===== config.mk =====
export PLATFORM = sky130hd
export DESIGN_NAME = text_decoration_mask_pixel
export DESIGN_NICKNAME = d
export VERILOG_FILES = /design/src/tdm_pkg.sv /design/src/tdm_cfg_regs.sv /design/src/tdm_mask.sv /design/src/text_decoration_mask_pixel.sv
export SDC_FILE = /design/constraint.sdc
export NUM_CORES = 1
export LEC_CHECK = 0
export BUFFER_PORTS_ARGS = -buffer_cell sky130_fd_sc_hd__buf_2
export CELL_PAD_IN_SITES_DETAIL_PLACEMENT = 0
export CELL_PAD_IN_SITES_GLOBAL_PLACEMENT = 2
export CORE_UTILIZATION = 37
export CTS_CLUSTER_SIZE = 16
export DETAILED_ROUTE_END_ITERATION = 16
export GPL_TIMING_DRIVEN = 0
export PLACE_DENSITY = 0.91
export SETUP_SLACK_MARGIN = 0.05
export SLEW_MARGIN = 30
export SYNTH_ARGS = -nofsm -noshare
export SYNTH_HDL_FRONTEND = slang
export SYNTH_SLANG_ARGS = --single-unit

===== constraint.sdc =====
create_clock -name clk -period 12.4 [get_ports clk]
set_clock_uncertainty 0.15 [all_clocks]
set_input_delay 0.62 -clock clk [delete_from_list [all_inputs] [get_ports clk]]
set_output_delay 0.62 -clock clk [all_outputs]
set_load 0.02 [all_outputs]

===== src/tdm_pkg.sv =====
// ----------------------------------------------------------------------------
// tdm_pkg
// Shared types and constants for the text decoration mask pixel generator.
// ----------------------------------------------------------------------------
package tdm_pkg;

  localparam int PIX_W  = 8;
  localparam int MODE_W = 3;
  localparam int CFG_DW = 32;
  localparam int CFG_AW = 4;

  localparam logic [MODE_W-1:0] MODE_UNDERLINE = 3'd0;
  localparam logic [MODE_W-1:0] MODE_DOUBLE    = 3'd1;
  localparam logic [MODE_W-1:0] MODE_DASHED    = 3'd2;
  localparam logic [MODE_W-1:0] MODE_FRAMED    = 3'd3;
  localparam logic [MODE_W-1:0] MODE_OVERLINE  = 3'd4;
  localparam logic [MODE_W-1:0] MODE_CROSSED   = 3'd5;

  localparam logic [1:0] REG_CELL_WIDTH     = 2'd0;
  localparam logic [1:0] REG_CELL_HEIGHT    = 2'd1;
  localparam logic [1:0] REG_LINE_THICKNESS = 2'd2;
  localparam logic [1:0] REG_LINE_POSITION  = 2'd3;

  localparam logic [7:0] ALPHA_SET   = 8'hFF;
  localparam logic [7:0] ALPHA_CLEAR = 8'h00;

  typedef struct packed {
    logic [7:0] cell_width;
    logic [7:0] cell_height;
    logic [5:0] line_thickness;
    logic [7:0] line_position;
  } cfg_t;

  typedef struct packed {
    logic [MODE_W-1:0] mode;
    logic [PIX_W-1:0]  pix_x;
    logic [PIX_W-1:0]  pix_y;
  } in_item_t;

  typedef struct packed {
    logic [7:0] alpha;
    logic [7:0] tile_rows;
    logic       in_tile;
  } out_item_t;

endpackage


===== src/tdm_cfg_regs.sv =====
// ----------------------------------------------------------------------------
// tdm_cfg_regs
// APB register file: cell size and line metrics, with read back.
// ----------------------------------------------------------------------------
module tdm_cfg_regs
  import tdm_pkg::*;
(
  input  logic              clk,
  input  logic              rst_n,
  input  logic              psel,
  input  logic              penable,
  input  logic              pwrite,
  input  logic [CFG_AW-1:0] paddr,
  input  logic [CFG_DW-1:0] pwdata,
  output logic [CFG_DW-1:0] prdata,
  output logic              pready,
  output cfg_t              cfg
);

  cfg_t       cfg_r;
  logic       wr_en;
  logic [1:0] reg_idx;

  assign pready  = 1'b1;
  assign wr_en   = psel && penable && pwrite;
  assign reg_idx = paddr[3:2];
  assign cfg     = cfg_r;

  always_ff @(posedge clk) begin
    if (!rst_n) begin
      cfg_r.cell_width     <= 8'd8;
      cfg_r.cell_height    <= 8'd16;
      cfg_r.line_thickness <= 6'd1;
      cfg_r.line_position  <= 8'd2;
    end else if (wr_en) begin
      unique case (reg_idx)
        REG_CELL_WIDTH:     cfg_r.cell_width     <= pwdata[7:0];
        REG_CELL_HEIGHT:    cfg_r.cell_height    <= pwdata[7:0];
        REG_LINE_THICKNESS: cfg_r.line_thickness <= pwdata[5:0];
        REG_LINE_POSITION:  cfg_r.line_position  <= pwdata[7:0];
        default: ;
      endcase
    end
  end

  always_comb begin
    unique case (reg_idx)
      REG_CELL_WIDTH:     prdata = {24'd0, cfg_r.cell_width};
      REG_CELL_HEIGHT:    prdata = {24'd0, cfg_r.cell_height};
      REG_LINE_THICKNESS: prdata = {26'd0, cfg_r.line_thickness};
      REG_LINE_POSITION:  prdata = {24'd0, cfg_r.line_position};
      default:            prdata = '0;
    endcase
  end

endmodule


===== src/tdm_mask.sv =====
// ----------------------------------------------------------------------------
// tdm_mask
// Per-pixel stroke geometry: tile height, in-tile test and mask value.
// ----------------------------------------------------------------------------
module tdm_mask
  import tdm_pkg::*;
(
  input  cfg_t      cfg,
  input  in_item_t  item,
  output out_item_t res
);

  logic [7:0] w, h, p, x, y;
  logic [5:0] tt;

  logic [6:0]  ul_sum;
  logic [5:0]  t_ul;
  logic [7:0]  dbl_num;
  logic [15:0] dbl_prod;
  logic [6:0]  t_db;
  logic [7:0]  t3_db;
  logic [7:0]  a_db, c_db;
  logic [8:0]  c_end;
  logic [6:0]  t_ds;
  logic [9:0]  d4, d2, dash_off;
  logic [4:0]  t_fr;

  logic       valid, set_px, hit_tile;
  logic [7:0] rows;

  assign w  = cfg.cell_width;
  assign h  = cfg.cell_height;
  assign p  = cfg.line_position;
  assign tt = cfg.line_thickness;
  assign x  = item.pix_x;
  assign y  = item.pix_y;

  always_comb begin
    ul_sum   = {1'b0, tt} + 7'd1;
    t_ul     = (ul_sum[6:1] == 6'd0) ? 6'd1 : ul_sum[6:1];

    // (2T+2)/3 by reciprocal, exact below 512
    dbl_num  = {1'b0, tt, 1'b0} + 8'd2;
    dbl_prod = 16'(dbl_num) * 16'd171;
    t_db     = (dbl_prod[15:9] == 7'd0) ? 7'd1 : dbl_prod[15:9];
    t3_db    = 8'({1'b0, t_db} + {t_db, 1'b0});
    a_db     = (p > {1'b0, t_db}) ? (p - {1'b0, t_db}) : 8'd0;
    c_db     = (a_db < t3_db) ? a_db : t3_db;
    c_end    = {1'b0, c_db} + {2'b0, t_db};

    t_ds     = {t_ul, 1'b0};
    d4       = {x, 2'b00};
    d2       = {1'b0, w, 1'b0};
    dash_off = (d4 >= d2) ? (d4 - d2) : (d2 - d4);

    t_fr     = (tt[5:1] == 5'd0) ? 5'd1 : tt[5:1];

    valid  = 1'b1;
    set_px = 1'b0;
    rows   = 8'd0;
    unique case (item.mode)
      MODE_UNDERLINE: begin
        rows   = (p > {2'b0, t_ul}) ? p : {2'b0, t_ul};
        set_px = y < {2'b0, t_ul};
      end
      MODE_DOUBLE: begin
        rows   = (p > {1'b0, t_db}) ? p : {1'b0, t_db};
        set_px = (y < {1'b0, t_db}) || ((y >= c_db) && ({1'b0, y} < c_end));
      end
      MODE_DASHED: begin
        rows   = (p > {1'b0, t_ds}) ? p : {1'b0, t_ds};
        set_px = (y < {1'b0, t_ds}) && (dash_off >= {2'b0, w});
      end
      MODE_FRAMED: begin
        rows   = h;
        set_px = (y < {3'b0, t_fr}) || (({1'b0, y} + {4'b0, t_fr}) >= {1'b0, h}) ||
                 (x < {3'b0, t_fr}) || (({1'b0, x} + {4'b0, t_fr}) >= {1'b0, w});
      end
      MODE_OVERLINE: begin
        rows   = h;
        set_px = y < {2'b0, tt};
      end
      MODE_CROSSED: begin
        rows   = {1'b0, h[7:1]};
        set_px = (y != 8'd0) && (y <= {2'b0, tt});
      end
      default: valid = 1'b0;
    endcase

    hit_tile      = valid && (x < w) && (y < rows);
    res.alpha     = (hit_tile && set_px) ? ALPHA_SET : ALPHA_CLEAR;
    res.tile_rows = rows;
    res.in_tile   = hit_tile;
  end

endmodule


===== src/text_decoration_mask_pixel.sv =====
// An accepted input beat is held in the input register; its result is then
// registered into the result register, which drives out_data.
// Throughput: one pixel per cycle while out_ready is high, set by the single
// input register to result register pass through the stroke geometry logic.
// Reset (rst_n low, synchronous): both pipeline stages empty, registers
// return to width 8, height 16, thickness 1, position 2.
// ----------------------------------------------------------------------------
// text_decoration_mask_pixel
// Two-stage pipeline around the decoration mask logic, with APB config.
// ----------------------------------------------------------------------------
module text_decoration_mask_pixel
  import tdm_pkg::*;
#(
  parameter int COORD_BITS = 8
) (
  input  logic              clk,
  input  logic              rst_n,
  input  logic              in_valid,
  output logic              in_ready,
  input  in_item_t          in_data,
  output logic              out_valid,
  input  logic              out_ready,
  output out_item_t         out_data,
  input  logic              psel,
  input  logic              penable,
  input  logic              pwrite,
  input  logic [CFG_AW-1:0] paddr,
  input  logic [CFG_DW-1:0] pwdata,
  output logic [CFG_DW-1:0] prdata,
  output logic              pready
);

  localparam int XB = (COORD_BITS < PIX_W) ? COORD_BITS : PIX_W;
  localparam logic [PIX_W-1:0] CoordMask = PIX_W'((1 << XB) - 1);

  cfg_t      cfg;
  in_item_t  s1_item_r, s1_masked;
  out_item_t s2_item_r, res_nxt;
  logic      s1_v_r, s2_v_r;
  logic      s1_take, s2_take;

  tdm_cfg_regs u_regs (
    .clk     (clk),
    .rst_n   (rst_n),
    .psel    (psel),
    .penable (penable),
    .pwrite  (pwrite),
    .paddr   (paddr),
    .pwdata  (pwdata),
    .prdata  (prdata),
    .pready  (pready),
    .cfg     (cfg)
  );

  always_comb begin
    s1_masked       = s1_item_r;
    s1_masked.pix_x = s1_item_r.pix_x & CoordMask;
    s1_masked.pix_y = s1_item_r.pix_y & CoordMask;
  end

  tdm_mask u_mask (
    .cfg  (cfg),
    .item (s1_masked),
    .res  (res_nxt)
  );

  assign s2_take   = !s2_v_r || out_ready;
  assign s1_take   = !s1_v_r || s2_take;
  assign in_ready  = s1_take;
  assign out_valid = s2_v_r;
  assign out_data  = s2_item_r;

  always_ff @(posedge clk) begin
    if (!rst_n) begin
      s1_v_r <= 1'b0;
      s2_v_r <= 1'b0;
    end else begin
      if (s1_take) s1_v_r <= in_valid;
      if (s2_take) s2_v_r <= s1_v_r;
    end
  end

  always_ff @(posedge clk) begin
    if (in_valid && s1_take) s1_item_r <= in_data;
    if (s1_v_r && s2_take)   s2_item_r <= res_nxt;
  end

endmodule


==> flow_summary.yaml <==
run_status:
  outcome: "completed"
global_route:
  antenna_found_initial: 0
  grt_max_degree: 20
  grt_pass1_wl_um: 37800
  grt_overflow: 0
  grt_pass1_vias: 7094
  grt_use_total: 0.201
clock_network:
  cts_tree: "yes"
  path_clk_slew_ns: 0.06
  clock_latency_ns: 0.35
  root_buffer: "clkbuf_16"
  cts_made_buffers: 9
  htree_levels: 3
  cts.sinks: 61
  clockBufferDepth: 2
  ctsHoldBuffers: 0
critical_path:
  cp-start-kind: "flip-flop"
  required_ns: 12.40
  slowest_delay_ns: 0.56
  reg2reg_from: "u_regs.cfg[10]"
  critPathArrivalTime_ns: 11.65
  cp-startpoint: "u_regs.cfg[10]"
  cp_slowest_cell: "fa_1"
  r2r_setup_slack_ns: 0.74
  timing.rr.end: "out_data[15]"
  crit_fanout: 10
  worstSetupPathType: "flip-flop to flip-flop"
  cp-end-kind: "flip-flop"
  r2r_cells: 47
cells_and_area:
  nets: 1345
  instances_no_fill: 1371
  finalInstanceArea_um2: 9790
  area_growth_pct: 13.8
  layout_common_cells: "186 x ha_1, 111 x inv_1, 65 x a21oi_1"
  drive_above_1_share: 0.146
  fill_cells: 2273
  mostFrequentLayoutCell: "ha_1"
  n_antenna_cell: 0
floorplan:
  core_um2: 22700
  die_h_um: 154
  rows: 55
  die_area_um2: 23900
  ios: 114
  initial_core_util: 0.379
  die_w_um: 154
placement:
  portBuffers: 62
  dpl_cell_area_um2: 9380
  dpl.hpwl_um: 18800
  gp_congestion: 0.843
  dp.cells: 1350
drt:
  drt_iter0_markers: 523
  drcViolationCount: 0
  drt-total-wl_um: 23200
  routedWlPerCell_um: 16.9
  vias: 7263
  ant_nets: 0
  dr.pass1.iters: 6
  viasPerCell: 5.30
sta:
  fin_setup_tns_ns: 0
  fmax_ghz: 0.0858
  fin_crit_sh: 0.940
  rsz0062_at_grt: "false"
  hold_viol: 0
  final_max_slew_viol_count: 0
  setup_viol_count_final: 0
  min_period_ns: 11.66
  tightestPinTransition_ns: 0.960
  maxSlewHeadroom: 0.360
  hold_slack_ns: 0.291
power:
  pwr-share-clk: 0.320
  comb_power_share: 0.372
  p_seq_frac: 0.308
  power_density_nw_per_um2: 77.1
  p_sw_frac: 0.360
  internal_power_uw: 483
  p_sw_uw: 271
  ir_drop_v: 0.0000630
  leakage_nw: 4.56
yosys:
  synthCells: 979
  ys_warn_count: 0
  synth-seq-area-share: 0.176
  syn_area_um2: 8600
  synthDistinctLibCells: 70
  synth_ff_type: "dfxtp_1"
  ys_async_sr_fraction: 0
  synth_seq_cells: 61
  synth_edf_count: 29
  avgSynthCellArea_um2: 8.78
hold_path:
  hold_depth: 1
  holdPathEnd: "s1_item_r[10]"
  hold_start: "in_data[10]"
  hold_class: "input port to flip-flop"
run:
  drv_cap: 0
worst max-delay path by stage:
stage | to | slack, ns | depth (start not counted)
floorplan | out_data[15] | 1.71 | 48
global placement | out_data[15] | -0.97 | 48
detailed placement | out_data[15] | -0.91 | 48
CTS | out_data[15] | 0.1 | 47
global route | out_data[15] | 0.14 | 47
finish | out_data[15] | 0.74 | 47
power groups by stage:
stage / clock [mW] / sequential [mW] / combinational [mW]
CTS: 0.245 / 0.233 / 0.276
finish: 0.242 / 0.233 / 0.280
global route: 0.253 / 0.234 / 0.318
detailed placement: 0 / 0.237 / 0.269
global placement: 0 / 0.236 / 0.265
floorplan: 0 / 0.233 / 0.206
per-stage QoR:
step / worst slack (ns) / total power [mW] / utilization
after floorplan: 1.71 / 0.438 / -
after global placement: -0.971 / 0.501 / 0.412
after detailed placement: -0.906 / 0.505 / 0.413
after CTS: 0.0971 / 0.754 / 0.427
after global routing: 0.136 / 0.805 / 0.431
final: 0.742 / 0.755 / 0.431
layout make-up:
cell class                      count  area, µm²  area share
Tap cell                          285        357      0.0364
Inverter                          111        417      0.0426
Clock inverter                      7       55.1     0.00563
Buffer                             49        309      0.0316
Timing Repair Buffer               71        378      0.0386
Multi-Input combinational cell    778       6530       0.667
Sequential cell                    61       1520       0.155
Clock buffer                        9        225      0.0230
worst max-delay path, delay by kind of cell, from the launching register on:
kind | cells | cell delay [ns]
simple gates | 6 | 1.05
fa+ha+maj | 10 | 3.18
xor+xnor | 2 | 0.39
buf+inv | 7 | 0.89
compound gates | 22 | 5.29
flops | 1 | 0.50
cell families (layout without fill, tap and decap cells):
group | Yosys count | in the layout | synth area share
DFF | 61 | 61 | 0.176
and+or+nand+nor | 236 | 236 | 0.142
other | 2 | 25 | 0.000873
adders and majority gates | 202 | 202 | 0.308
muxes | 44 | 44 | 0.0607
AOI/OAI and AO/OA | 227 | 227 | 0.182
buffers and inverters | 163 | 247 | 0.0857
xor gates and xnor gates | 44 | 44 | 0.0457
sequential cells by signal, summed over array words and instances (netlist names):
name        flops
u_regs.cfg     30
s1_v_r          1
out_valid       1
out_data       10
s1_item_r      19
Yosys cell counts, types with 4 or more instances:
cell type,count,share of area
a21o_1,23,0.020
nand2_1,44,0.019
o21bai_1,7,0.0061
nor3_1,14,0.0081
nand4_1,11,0.0080
o21ai_0,44,0.026
clkbuf_1,16,0.0070
fa_1,16,0.037
xor2_1,12,0.012
o211ai_1,9,0.0079
a21oi_1,65,0.038
nand3b_1,4,0.0035
o2111ai_1,9,0.0092
mux2i_1,36,0.042
ha_1,186,0.27
inv_1,111,0.048
dfxtp_1,32,0.074
nor2_1,51,0.022
nand2b_1,13,0.0095
nand3_1,21,0.012
buf_4,33,0.029
a221oi_1,7,0.0071
o21a_1,4,0.0035
edfxtp_1,29,0.10
a222oi_1,6,0.0070
and3_1,7,0.0051
mux4_2,6,0.016
nor4_1,6,0.0044
xnor2_1,31,0.032
and2_1,6,0.0044
nor2b_1,47,0.034
a31oi_1,10,0.0073
a211oi_1,5,0.0044
repair_timing:
item	4_1_cts	5_1_grt
resized for setup	8	8
endpoints found under the setup margin	1	1
pin swaps	1	3
setup buffers	2	6
metal layers:
metal | global-route usage | wire length (µm) | vias up
li1 | - | - | 3686
met1 | 0.267 | 11100 | 3410
met2 | 0.347 | 11000 | 147
met3 | 0.0233 | 834 | 20
met4 | 0.0509 | 316 | 0
met5 | 0 | 0 | -
Power figures use the tool's default switching activity.
